===== config.mk =====
export PLATFORM = sky130hd
export DESIGN_NAME = link_session_controller_core
export DESIGN_NICKNAME = d
export VERILOG_FILES = /design/src/rtl/lsc_pkg.sv /design/src/rtl/lsc_step.sv /design/src/rtl/link_session_controller_core.sv
export SDC_FILE = /design/constraint.sdc
export NUM_CORES = 1
export LEC_CHECK = 0
export BUFFER_PORTS_ARGS = -buffer_cell sky130_fd_sc_hd__buf_2
export CAP_MARGIN = 20
export CORE_MARGIN = 5
export CORE_UTILIZATION = 56
export CTS_CLUSTER_SIZE = 25
export DETAILED_ROUTE_END_ITERATION = 16
export PLACE_DENSITY = 0.77
export REMOVE_ABC_BUFFERS = 1
export SYNTH_ARGS = -nofsm -noshare
export SYNTH_HDL_FRONTEND = slang
export SYNTH_SLANG_ARGS = --single-unit

===== constraint.sdc =====
create_clock -name clk_i -period 5.4 [get_ports clk_i]
set_clock_uncertainty 0.2 [all_clocks]
set_input_delay 0.54 -clock clk_i [delete_from_list [all_inputs] [get_ports clk_i]]
set_output_delay 0.54 -clock clk_i [all_outputs]
set_load 0.02 [all_outputs]

===== src/rtl/lsc_pkg.sv =====
`timescale 1ns / 1ps

package lsc_pkg;

  localparam int unsigned SET_QUEUE_DEPTH = 2;
  localparam int unsigned SQ_CNT_W = $clog2(SET_QUEUE_DEPTH + 1);
  localparam int unsigned SQ_IDX_W = (SET_QUEUE_DEPTH > 1) ? $clog2(SET_QUEUE_DEPTH) : 1;

  localparam logic [7:0] INFO_CTRL     = 8'h02;
  localparam logic [7:0] INFO_ROOM     = 8'h03;
  localparam logic [7:0] INFO_RUN      = 8'h06;
  localparam logic [7:0] CMD_CONN_ACK  = 8'h7A;
  localparam logic [7:0] CMD_CONN_ACK2 = 8'h7B;
  localparam logic [7:0] CMD_INFO_RSP  = 8'h62;
  localparam logic [7:0] CMD_SET_ACK   = 8'h61;

  localparam logic [1:0] PEND_EMPTY = 2'd3;

  typedef enum logic [2:0] {
    PH_DISC   = 3'd0,
    PH_CONN   = 3'd1,
    PH_IDLE   = 3'd2,
    PH_INFO   = 3'd3,
    PH_SETACK = 3'd4
  } lsc_phase_e;

  typedef enum logic [2:0] {
    OP_TICK  = 3'd0,
    OP_FRAME = 3'd1,
    OP_SET   = 3'd2,
    OP_CTRL  = 3'd3,
    OP_POLL  = 3'd4
  } lsc_op_e;

  typedef enum logic [1:0] {
    SEND_NONE = 2'd0,
    SEND_CONN = 2'd1,
    SEND_INFO = 2'd2,
    SEND_SET  = 2'd3
  } lsc_send_e;

  typedef enum logic [2:0] {
    ERR_NONE    = 3'd0,
    ERR_CONN_TO = 3'd1,
    ERR_INFO_TO = 3'd2,
    ERR_SET_TO  = 3'd3,
    ERR_CHKSUM  = 3'd4,
    ERR_Q_FULL  = 3'd5
  } lsc_err_e;

  localparam logic [1:0] CFG_RESP_TO     = 2'd0;
  localparam logic [1:0] CFG_CONN_RETRY  = 2'd1;
  localparam logic [1:0] CFG_POLL_ACTIVE = 2'd2;
  localparam logic [1:0] CFG_POLL_OFF    = 2'd3;

  typedef struct packed {
    logic [15:0] resp_to;
    logic [15:0] conn_retry;
    logic [15:0] poll_active;
    logic [15:0] poll_off;
  } lsc_cfg_t;

  localparam lsc_cfg_t CFG_RST = '{
    resp_to:     16'd1000,
    conn_retry:  16'd5000,
    poll_active: 16'd2000,
    poll_off:    16'd10000
  };

  typedef struct packed {
    logic [2:0]  opcode;
    logic [31:0] now_ms;
    logic [7:0]  frame_cmd;
    logic [7:0]  frame_info_type;
    logic        frame_check_ok;
    logic        info_applied;
    logic [7:0]  set_tag;
    logic        set_turns_on;
    logic        unit_power_on;
  } lsc_in_t;

  typedef struct packed {
    lsc_phase_e          phase;
    logic                connected;
    logic [31:0]         req_time;
    logic [31:0]         conn_time;
    logic                conn_due;
    logic [31:0]         poll_time;
    logic                poll_due;
    logic                fast_poll;
    logic                ctrl_wanted;
    logic [1:0]          pend_pos;
    logic [7:0]          awaited_code;
    logic [SQ_CNT_W-1:0] sq_count;
  } lsc_state_t;

  localparam lsc_state_t STATE_RST = '{
    phase:        PH_DISC,
    connected:    1'b0,
    req_time:     32'd0,
    conn_time:    32'd0,
    conn_due:     1'b1,
    poll_time:    32'd0,
    poll_due:     1'b1,
    fast_poll:    1'b0,
    ctrl_wanted:  1'b0,
    pend_pos:     PEND_EMPTY,
    awaited_code: 8'd0,
    sq_count:     '0
  };

  typedef struct packed {
    logic [1:0] send_kind;
    logic [7:0] send_info_code;
    logic [7:0] send_set_tag;
    logic [2:0] phase_now;
    logic       link_up;
    logic [2:0] error_code;
    logic       set_accepted;
    logic       ack_seen;
    logic [2:0] info_mask;
    logic       poll_started;
  } lsc_res_t;

  // set queue entry: turns-on flag over the tag
  typedef struct packed {
    logic       turns_on;
    logic [7:0] tag;
  } lsc_sq_entry_t;

  typedef struct packed {
    logic          push;
    logic          pop;
    lsc_sq_entry_t entry;
  } lsc_sq_ctrl_t;

  function automatic logic [7:0] lsc_info_code(input logic [1:0] pos);
    logic [7:0] code;
    case (pos)
      2'd0:    code = INFO_CTRL;
      2'd1:    code = INFO_ROOM;
      2'd2:    code = INFO_RUN;
      default: code = 8'd0;
    endcase
    return code;
  endfunction

  // wrapping difference against a 16-bit interval
  function automatic logic lsc_elapsed(input logic [31:0] now, input logic [31:0] since,
                                       input logic [15:0] ms);
    logic [31:0] diff;
    diff = now - since;
    return diff >= {16'd0, ms};
  endfunction

endpackage


===== src/rtl/lsc_step.sv =====
`timescale 1ns / 1ps

module lsc_step (
  input  lsc_pkg::lsc_cfg_t      cfg_i,
  input  lsc_pkg::lsc_state_t    st_i,
  input  lsc_pkg::lsc_in_t       item_i,
  input  lsc_pkg::lsc_sq_entry_t sq_head_i,
  output lsc_pkg::lsc_state_t    st_o,
  output lsc_pkg::lsc_res_t      res_o,
  output lsc_pkg::lsc_sq_ctrl_t  sq_o
);
  import lsc_pkg::*;

  logic        resp_late;
  logic        retry_due;
  logic        poll_late;
  logic [15:0] poll_iv;

  // the three interval compares run in parallel, all against the old state
  assign resp_late = lsc_elapsed(item_i.now_ms, st_i.req_time, cfg_i.resp_to);
  assign retry_due = lsc_elapsed(item_i.now_ms, st_i.conn_time, cfg_i.conn_retry);
  assign poll_iv   = (st_i.fast_poll || item_i.unit_power_on) ? cfg_i.poll_active
                                                              : cfg_i.poll_off;
  assign poll_late = lsc_elapsed(item_i.now_ms, st_i.poll_time, poll_iv);

  always_comb begin
    lsc_state_t s;
    lsc_res_t   r;
    lsc_sq_ctrl_t q;
    s = st_i;
    r = '0;
    q = '0;
    q.entry.tag      = item_i.set_tag;
    q.entry.turns_on = item_i.set_turns_on;

    case (item_i.opcode)
      OP_TICK: begin
        if (s.phase == PH_CONN && resp_late) begin
          s.phase = PH_DISC;
          r.error_code = ERR_CONN_TO;
        end else if (s.phase == PH_INFO && resp_late) begin
          s.phase = PH_IDLE;
          r.error_code = ERR_INFO_TO;
        end else if (s.phase == PH_SETACK && resp_late) begin
          s.phase = PH_IDLE;
          r.error_code = ERR_SET_TO;
        end

        if (s.phase == PH_DISC) begin
          if (s.conn_due || retry_due) begin
            s.conn_due  = 1'b0;
            s.conn_time = item_i.now_ms;
            s.phase     = PH_CONN;
            s.req_time  = item_i.now_ms;
            r.send_kind = SEND_CONN;
          end
        end else if (s.phase == PH_IDLE) begin
          if (s.sq_count != '0) begin
            q.pop       = 1'b1;
            s.sq_count  = s.sq_count - SQ_CNT_W'(1);
            s.phase     = PH_SETACK;
            s.req_time  = item_i.now_ms;
            if (sq_head_i.turns_on) begin
              s.fast_poll = 1'b1;
            end
            r.send_kind    = SEND_SET;
            r.send_set_tag = sq_head_i.tag;
          end else if (s.ctrl_wanted) begin
            s.ctrl_wanted    = 1'b0;
            s.phase          = PH_INFO;
            s.awaited_code   = INFO_CTRL;
            s.req_time       = item_i.now_ms;
            r.send_kind      = SEND_INFO;
            r.send_info_code = INFO_CTRL;
          end else if (s.pend_pos != PEND_EMPTY) begin
            s.phase          = PH_INFO;
            s.awaited_code   = lsc_info_code(s.pend_pos);
            s.req_time       = item_i.now_ms;
            r.send_kind      = SEND_INFO;
            r.send_info_code = lsc_info_code(s.pend_pos);
            s.pend_pos       = s.pend_pos + 2'd1;
          end else if (s.poll_due || poll_late) begin
            // new poll cycle sends the first code of the list straight away
            s.poll_due       = 1'b0;
            s.poll_time      = item_i.now_ms;
            r.poll_started   = 1'b1;
            s.phase          = PH_INFO;
            s.awaited_code   = INFO_CTRL;
            s.req_time       = item_i.now_ms;
            r.send_kind      = SEND_INFO;
            r.send_info_code = INFO_CTRL;
            s.pend_pos       = 2'd1;
          end
        end
      end
      OP_FRAME: begin
        if (!item_i.frame_check_ok) begin
          r.error_code = ERR_CHKSUM;
        end else if (item_i.frame_cmd == CMD_CONN_ACK || item_i.frame_cmd == CMD_CONN_ACK2) begin
          if (s.phase == PH_CONN) begin
            s.connected = 1'b1;
            s.phase     = PH_IDLE;
            s.fast_poll = 1'b1;
            s.poll_due  = 1'b1;
            s.pend_pos  = 2'd0;
          end
        end else if (item_i.frame_cmd == CMD_INFO_RSP) begin
          if (s.phase == PH_INFO) begin
            if (item_i.info_applied) begin
              if (item_i.frame_info_type == INFO_CTRL) begin
                r.info_mask = 3'b001;
              end else if (item_i.frame_info_type == INFO_ROOM) begin
                r.info_mask = 3'b010;
              end else if (item_i.frame_info_type == INFO_RUN) begin
                r.info_mask = 3'b100;
              end
            end
            if (s.awaited_code == INFO_CTRL) begin
              s.fast_poll = 1'b0;
            end
            s.phase = PH_IDLE;
          end
        end else if (item_i.frame_cmd == CMD_SET_ACK) begin
          if (s.phase == PH_SETACK) begin
            r.ack_seen = 1'b1;
            s.phase    = PH_IDLE;
            s.poll_due = 1'b1;
          end
        end
      end
      OP_SET: begin
        if (s.sq_count < SQ_CNT_W'(SET_QUEUE_DEPTH)) begin
          q.push         = 1'b1;
          s.sq_count     = s.sq_count + SQ_CNT_W'(1);
          r.set_accepted = 1'b1;
        end else begin
          r.error_code = ERR_Q_FULL;
        end
      end
      OP_CTRL: begin
        s.ctrl_wanted = 1'b1;
      end
      OP_POLL: begin
        if (s.connected) begin
          s.pend_pos = 2'd0;
        end
      end
      default: begin
      end
    endcase

    r.phase_now = s.phase;
    r.link_up   = s.connected;
    st_o  = s;
    res_o = r;
    sq_o  = q;
  end

endmodule


===== src/rtl/link_session_controller_core.sv =====
`timescale 1ns / 1ps

// Session controller for a request/acknowledge link. Each input transaction
// (tick, frame summary, set request, control-info request, full poll) gives
// exactly one output transaction saying what to send next plus any timeout,
// error or acknowledgement.
// Input channel: in_valid_i / in_stall_o, fields opcode_i .. unit_power_on_i.
// Output channel: out_valid_o / out_stall_i, fields send_kind_o .. poll_started_o.
// Config: cfg_we_i writes cfg_wdata_i to register cfg_idx_i (0 response
// timeout, 1 connect retry, 2 active poll, 3 off poll). The user must write
// only while idle; the block itself does not enforce it. An accepted item is held
// in the input register; its result enters the output register when it advances.
// Throughput: one item per cycle while the output is not stalled; the session state
// update is a single pass of compare-and-select logic between the input and output
// registers. A stalled result holds the output register; the input register still
// takes one more transaction, then in_stall_o rises until the output drains.
// Reset: phase disconnected, link down, connect and poll due at once,
// set queue empty, registers at their default intervals.
module link_session_controller_core (
  input  logic        clk_i,
  input  logic        rst_ni,
  input  logic        cfg_we_i,
  input  logic [1:0]  cfg_idx_i,
  input  logic [15:0] cfg_wdata_i,
  input  logic        in_valid_i,
  output logic        in_stall_o,
  input  logic [2:0]  opcode_i,
  input  logic [31:0] now_ms_i,
  input  logic [7:0]  frame_cmd_i,
  input  logic [7:0]  frame_info_type_i,
  input  logic        frame_check_ok_i,
  input  logic        info_applied_i,
  input  logic [7:0]  set_tag_i,
  input  logic        set_turns_on_i,
  input  logic        unit_power_on_i,
  output logic        out_valid_o,
  input  logic        out_stall_i,
  output logic [1:0]  send_kind_o,
  output logic [7:0]  send_info_code_o,
  output logic [7:0]  send_set_tag_o,
  output logic [2:0]  phase_now_o,
  output logic        link_up_o,
  output logic [2:0]  error_code_o,
  output logic        set_accepted_o,
  output logic        ack_seen_o,
  output logic [2:0]  info_mask_o,
  output logic        poll_started_o
);
  import lsc_pkg::*;

  lsc_cfg_t      cfg_q;
  lsc_in_t       in_q;
  logic          in_valid_q;
  lsc_state_t    st_q, st_d;
  lsc_res_t      res_q, res_d;
  logic          out_valid_q;
  lsc_sq_ctrl_t  sq_ctrl;
  lsc_sq_entry_t sq_q [SET_QUEUE_DEPTH];
  logic          in_take;
  logic          advance;

  assign advance    = in_valid_q && (!out_valid_q || !out_stall_i);
  assign in_stall_o = in_valid_q && !advance;
  assign in_take    = in_valid_i && !in_stall_o;

  always_ff @(posedge clk_i or negedge rst_ni) begin
    if (!rst_ni) begin
      cfg_q <= CFG_RST;
    end else if (cfg_we_i) begin
      case (cfg_idx_i)
        CFG_RESP_TO:     cfg_q.resp_to     <= cfg_wdata_i;
        CFG_CONN_RETRY:  cfg_q.conn_retry  <= cfg_wdata_i;
        CFG_POLL_ACTIVE: cfg_q.poll_active <= cfg_wdata_i;
        CFG_POLL_OFF:    cfg_q.poll_off    <= cfg_wdata_i;
        default: begin
        end
      endcase
    end
  end

  always_ff @(posedge clk_i or negedge rst_ni) begin
    if (!rst_ni) begin
      in_valid_q  <= 1'b0;
      out_valid_q <= 1'b0;
      st_q        <= STATE_RST;
    end else begin
      if (in_take) begin
        in_valid_q <= 1'b1;
      end else if (advance) begin
        in_valid_q <= 1'b0;
      end
      if (advance) begin
        out_valid_q <= 1'b1;
        st_q        <= st_d;
      end else if (!out_stall_i) begin
        out_valid_q <= 1'b0;
      end
    end
  end

  always_ff @(posedge clk_i) begin
    if (in_take) begin
      in_q.opcode          <= opcode_i;
      in_q.now_ms          <= now_ms_i;
      in_q.frame_cmd       <= frame_cmd_i;
      in_q.frame_info_type <= frame_info_type_i;
      in_q.frame_check_ok  <= frame_check_ok_i;
      in_q.info_applied    <= info_applied_i;
      in_q.set_tag         <= set_tag_i;
      in_q.set_turns_on    <= set_turns_on_i;
      in_q.unit_power_on   <= unit_power_on_i;
    end
    if (advance) begin
      res_q <= res_d;
    end
  end

  // set queue: head at entry 0, shifted down on a pop
  always_ff @(posedge clk_i) begin
    if (advance) begin
      if (sq_ctrl.pop) begin
        for (int i = 0; i < SET_QUEUE_DEPTH - 1; i++) begin
          sq_q[i] <= sq_q[i+1];
        end
      end
      if (sq_ctrl.push) begin
        sq_q[st_q.sq_count[SQ_IDX_W-1:0]] <= sq_ctrl.entry;
      end
    end
  end

  lsc_step u_step (
    .cfg_i     (cfg_q),
    .st_i      (st_q),
    .item_i    (in_q),
    .sq_head_i (sq_q[0]),
    .st_o      (st_d),
    .res_o     (res_d),
    .sq_o      (sq_ctrl)
  );

  assign out_valid_o      = out_valid_q;
  assign send_kind_o      = res_q.send_kind;
  assign send_info_code_o = res_q.send_info_code;
  assign send_set_tag_o   = res_q.send_set_tag;
  assign phase_now_o      = res_q.phase_now;
  assign link_up_o        = res_q.link_up;
  assign error_code_o     = res_q.error_code;
  assign set_accepted_o   = res_q.set_accepted;
  assign ack_seen_o       = res_q.ack_seen;
  assign info_mask_o      = res_q.info_mask;
  assign poll_started_o   = res_q.poll_started;

  a_sq_count_bound: assert property (@(posedge clk_i) disable iff (!rst_ni)
    st_q.sq_count <= SQ_CNT_W'(SET_QUEUE_DEPTH))
    else $error("set queue count beyond depth");

  a_link_never_drops: assert property (@(posedge clk_i) disable iff (!rst_ni)
    st_q.connected |-> (st_q.phase != PH_DISC && st_q.phase != PH_CONN))
    else $error("connected session back in a connect phase");

  a_advance_gives_result: assert property (@(posedge clk_i) disable iff (!rst_ni)
    advance |=> out_valid_o)
    else $error("processed transaction produced no result");

  a_set_send_phase: assert property (@(posedge clk_i) disable iff (!rst_ni)
    (out_valid_o && send_kind_o == SEND_SET) |-> (phase_now_o == PH_SETACK))
    else $error("set command sent without awaiting its ack");

endmodule


Yosys cells after proc, flatten, opt, wreduce, memory -nomap -nowiden
Memory sizes are Yosys's and may differ from the RTL's.
Cells that the tools add are included.
Cells by class
  add/sub/neg operators: 6
  $lt $le $gt $ge: 4
  eq/ne operators: 45
  mux-type cells: 101
  bitwise logic cells: 12
  reduce and logical (&&, ||, !) cells: 50
Operator list (number)
  $mux W32: 6
  $ge A32 B16 Y1: 3
  $sub A32 B32 Y32: 3
  $mux W65: 1
  $mux W3: 21
  $mux W10: 5
  $mux W1: 36
  $eq A8 B7 Y1 const B: 4
  $mux W15: 2
  $mux W2: 14
  $eq A8 B2 Y1 const B: 3
  $mux W8: 3
  $reduce_and A11 Y1: 2
  $mux W18: 1
  $ne A3 B1 Y1 const B: 6
  $pmux W3 S3: 2
  $mux W16: 1
  $ne A2 B1 Y1 const B: 8
  $ne A2 B2 Y1 const B: 8
  $reduce_and A13 Y1: 1
  $eq A3 B2 Y1 const B: 4
  $not A1 Y1: 12
  $reduce_and A6 Y1: 2
  $reduce_bool A2 Y1: 6
  33 further kinds: 64
Word-level totals
  flip-flop bits (word level): 276
  memory bits (writable): 18
  input port bits: 86
  output and inout bits: 33
  word-level logic and storage cells: 259
  memories: 1
Memory list
  sq_q: words 2, width 9, rd ports 2, clocked after Yosys merged registers in 0, wr ports 1, RTL line link_session_controller_core.sv:58  | lsc_sq_entry_t sq_q [SET_QUEUE_DEPTH];

Longest topological paths before layout
  depth after elaboration: 15
  depth in mapped cells: 24

By module
Synthesis repeated with hierarchy kept, for this count alone.
Unflattened totals
  cell total of the unflattened synthesis: 2011
  area, all modules: 20808.7 µm²
By module, submodules not included
  lsc_step: times used 1, cells an instance 1496, area an instance 10440.0 µm²
  link_session_controller_core: times used 1, cells an instance 515, area an instance 10368.7 µm²

Worst setup path before layout
Ideal clock, no wire load.
  kind: register -> register
  start point: reg in_q[29] (netlist bit)
  end point: reg st_q[100] (netlist bit)
  setup time: 125 ps
  arrival time: 4894 ps
  setup slack: 181 ps
  cell stages (with the launch flop): 23
  path buffers: 1
  clock period less this slack: 5219 ps
  cell sequence: edfxtp_1 inv_1 fa_1 nand2b_1 a21o_1 a21oi_1 a21o_1 a21oi_1 xnor2_1 ha_1 and4_1 nor4b_1 a221oi_1 o221ai_1 nor2_1 nand4_1 and4bb_1 nand4_2 a31oi_1 mux2_4 nor3_4 buf_12 mux2_4
On the way
  cells in the longest elaborated chain, start to end: 10
RTL lines
  from (decl): RTL line link_session_controller_core.sv:52  | lsc_in_t in_q;
  $sub A32 B32 Y32: RTL line lsc_pkg.sv:152  | diff = now - since;
  $ge A32 B16 Y1: RTL line lsc_pkg.sv:153  | return diff >= {16'd0, ms};
  $logic_and A1 B1 Y1: RTL line lsc_step.sv:44  | end else if (s.phase == PH_SETACK && resp_late) begin
  $mux W3: RTL line lsc_step.sv:44
  $mux W3: RTL line lsc_step.sv:41  | end else if (s.phase == PH_INFO && resp_late) begin
  $mux W3: RTL line lsc_step.sv:38  | if (s.phase == PH_CONN && resp_late) begin
  $mux W3: RTL line lsc_step.sv:36  | case (item_i.opcode)
  $logic_not A3 Y1 / $eq A3 B2 Y1 (equally long branches): RTL line lsc_step.sv:49, lsc_step.sv:57
  $reduce_bool A5 Y1 (no source line), or another cell as far along
  $reduce_and A5 Y1 (no source line)
  to (signal assigned): RTL line link_session_controller_core.sv:94  | st_q <= st_d;
  to (decl): RTL line link_session_controller_core.sv:54  | lsc_state_t st_q, st_d;
Parallel ways exist; a longest one is shown, timed or not. The select of a mux whose other input is x is not followed.
A chain may end at the register's enable or synchronous reset.

Final worst setup path
  start point: reg in_q[28] (netlist bit)
  end point: reg st_q[99] (netlist bit)
The elaborated chain is that of the path after synthesis.

==> qor.csv <==
metric,value,unit
min_path_type,input pin to register,
p_per_area,470,nW/um^2
leakage,9.73,nW
syn_avg_cell_area,10.3,sq um
grt_pass1_vias,15000,
dp_slack,-0.327,ns
min_period,5.46,ns
dieArea,37100,sq um
place_congestion,0.951,
violations,negative setup slack,
wirelength,49000,microns
p_switching,4.13,mW
start_util,57.1,%
nFillCells,2477,
fin_crit_sh,101,%
swShare,39.2,%
hold_viol_final,0,
status,finished with violations,
power_frac_clock,20.9,%
grt_util_all_layers,26.0,%
post_drt_wl_per_cell,19.3,microns
clkTransAtPathRegs,0.06,ns
worst_pin_slew,1.10,ns
cp.arrival,5.71,ns
die_y,193,microns
finalWorstSetupSlack,-0.0606,ns
routed_via_density,5.91,
cp.required,5.65,ns
clockRootBuffer,clkbuf_16,
cts_tree,done,
hpwl,34900,microns
design.core.area,32700,sq um
nNetsFinal,2306,
vias,15000,
numCtsBuffers,31,
yosysSeqAreaShare,41.1,%
syn2layout_area_growth,19.8,%
synthDistinctLibCells,101,
ios,119,
drc,0,
synth_ff_type,dfrtp_1,
start_kind,register,
ant_nets,0,
die_w,193,microns
synth_warnings,0,
p_int,6.39,mW
syn-cell-area,18700,sq um
fmax,0.183,GHz
comb_power_share,50.6,%
row_count,66,
portBuffers,113,
worstSetupPathType,register to register,
crit_path_end_kind,register,
finalSetupViolCount,40,
cts.sinks,284,
irDropWorstVdd,0.000366,V
synthArstFlopShare,62.3,%
setup_tns,-1.48,ns
netlist_instances,1812,
dr.first_iter.drc_count,1010,
slew_headroom,26.7,%
crit_fanout,7,
grt_max_degree,94,
final_cell_mix,"inv_1, dfrtp_1, ha_1, nand2_1, a21oi_1",
rsz0062_at_grt,yes,
design_area,22400,sq um
slew_viol_final,0,
max_cap_violations,0,
final_layout_size_suffix_gt1_share,26.7,%
drt_pass1_iterations,7,
overflow,0,
ys_seq_elements,284,
htreeDepth,1,
synth-edff-count,107,
final_common_cell,inv_1,
worstSkewPairLatency,0.57,ns
power_frac_seq,28.5,%
grt_first_pass_wirelength,77300,microns
cts.path.max_buffers,3,
place_area,20100,sq um
grt_antenna_before_repair,1,
per-layer routing:
layer  up-vias  wire length [microns]  global-route usage [%]
li1       7097                      -                       -
met1      7358                  21300                    36.2
met2       450                  23300                    42.8
met3       101                   2850                    3.15
met4         0                   1630                    7.62
met5         -                      0                       0
logic make-up (layout without fill, tap and decap cells):
logic type | after synthesis | in the layout | synth area share [%]
AOI/OAI and AO/OA | 451 | 451 | 16.0
and+or+nand+nor | 439 | 441 | 11.6
DFF | 284 | 284 | 41.1
buffers and inverters | 236 | 512 | 5.86
muxes | 187 | 187 | 12.3
adders and majority gates | 150 | 150 | 10.2
xor gates and xnor gates | 64 | 64 | 3.00
other | 1 | 6 | 0.0201
final timing paths:
path / depth (start not counted) / endpoint / slack [ns] / start
max: 24 / st_q[99] / -0.06 / in_q[28]
min: 3 / out_valid_o / 0.03 / out_stall_i
max reg2reg: 24 / st_q[99] / -0.06 / in_q[28]
min reg2reg: 1 / st_q[47] / 0.28 / st_q[47]
max in group asynchronous: 3 / st_q[62] / 3.42 / rst_ni
min in group asynchronous: 2 / st_q[54] / 0.43 / rst_ni
what timing repair did:
item	4_1_cts	5_1_grt
hold endpoints to repair	139	0
pin swaps	17	36
setup buffers	9	13
hold buffers	65	0
resized for setup	36	44
cloned	3	2
setup endpoints to repair	103	114
state kept, by name (all words and copies together), names as in the netlist:
name,count
set_accepted_o,1
sq_q,18
poll_started_o,1
error_code_o,3
send_set_tag_o,8
info_mask_o,3
ack_seen_o,1
send_kind_o,2
st_q,111
in_valid_q,1
in_q,63
cfg_q,64
link_up_o,1
out_valid_o,1
send_info_code_o,3
phase_now_o,3
cells in the mapped netlist (36+ instances only):
library cell | instances | area [sq um]
a21oi_1 | 129 | 646
dfrtp_1 | 151 | 3780
xnor2_1 | 36 | 315
inv_1 | 164 | 616
o21ai_0 | 92 | 460
nand3_1 | 38 | 190
mux2_2 | 99 | 1110
a21o_1 | 41 | 308
nand2_1 | 138 | 518
ha_1 | 147 | 1840
mux2_4 | 59 | 886
edfxtp_1 | 107 | 3210
nor2_1 | 93 | 349
through the flow:
| stage | util (%) | std cells | total power [mW] | hold WS, ns |
|---|---|---|---|---|
| 2_1_floorplan | - | 1745 | 6.52 | 0.0444 |
| 3_3_place_gp | 61.3 | 2389 | 7.78 | 0.262 |
| 3_5_place_dp | 61.3 | 2389 | 7.93 | 0.266 |
| 4_1_cts | 67.4 | 2523 | 10.3 | 0.0150 |
| 5_1_grt | 68.4 | 2537 | 11.2 | 0.0454 |
| 6_report | 68.4 | 2537 | 10.5 | 0.0347 |
cell type report:
| class | count | area [sq um] | area share (%) |
|---|---|---|---|
| Antenna cell | 1 | 2.50 | 0.0112 |
| Clock buffer | 39 | 877 | 3.92 |
| Clock inverter | 18 | 190 | 0.850 |
| Inverter | 165 | 619 | 2.77 |
| Multi-Input combinational cell | 1298 | 10300 | 45.9 |
| Sequential cell | 284 | 7670 | 34.3 |
| Tap cell | 442 | 553 | 2.47 |
| Timing Repair Buffer | 290 | 2190 | 9.77 |
power groups by stage:
| stage | clock network, mW | registers [mW] | logic [mW] |
|---|---|---|---|
| after floorplan | 0 | 2.95 | 3.57 |
| after global placement | 0 | 2.99 | 4.79 |
| after detailed placement | 0 | 3.01 | 4.92 |
| after CTS | 2.23 | 2.98 | 5.12 |
| after global routing | 2.33 | 3.04 | 5.87 |
| final | 2.20 | 3.00 | 5.32 |
worst max-delay path: stages, from the launching register on:
cell and delay [ns]:
edfxtp_1 0.40, inv_2 0.12, ha_4 0.14, inv_2 0.04, fa_2 0.39, a211o_1 0.32, a211o_1 0.29, a21bo_2 0.25
nand3_2 0.09, o21ai_2 0.06, xor2_1 0.14, ha_1 0.29, nor2b_1 0.13, o21ai_1 0.17, o311ai_2 0.13, nor4_2 0.29
nand4_1 0.16, nor4_2 0.41, nor4b_4 0.29, and3_4 0.24, mux2_4 0.16, nor3_4 0.04, buf_6 0.16, buf_12 0.15
mux2_4 0.30
No activity file was read; power rests on OpenSTA's default activity.
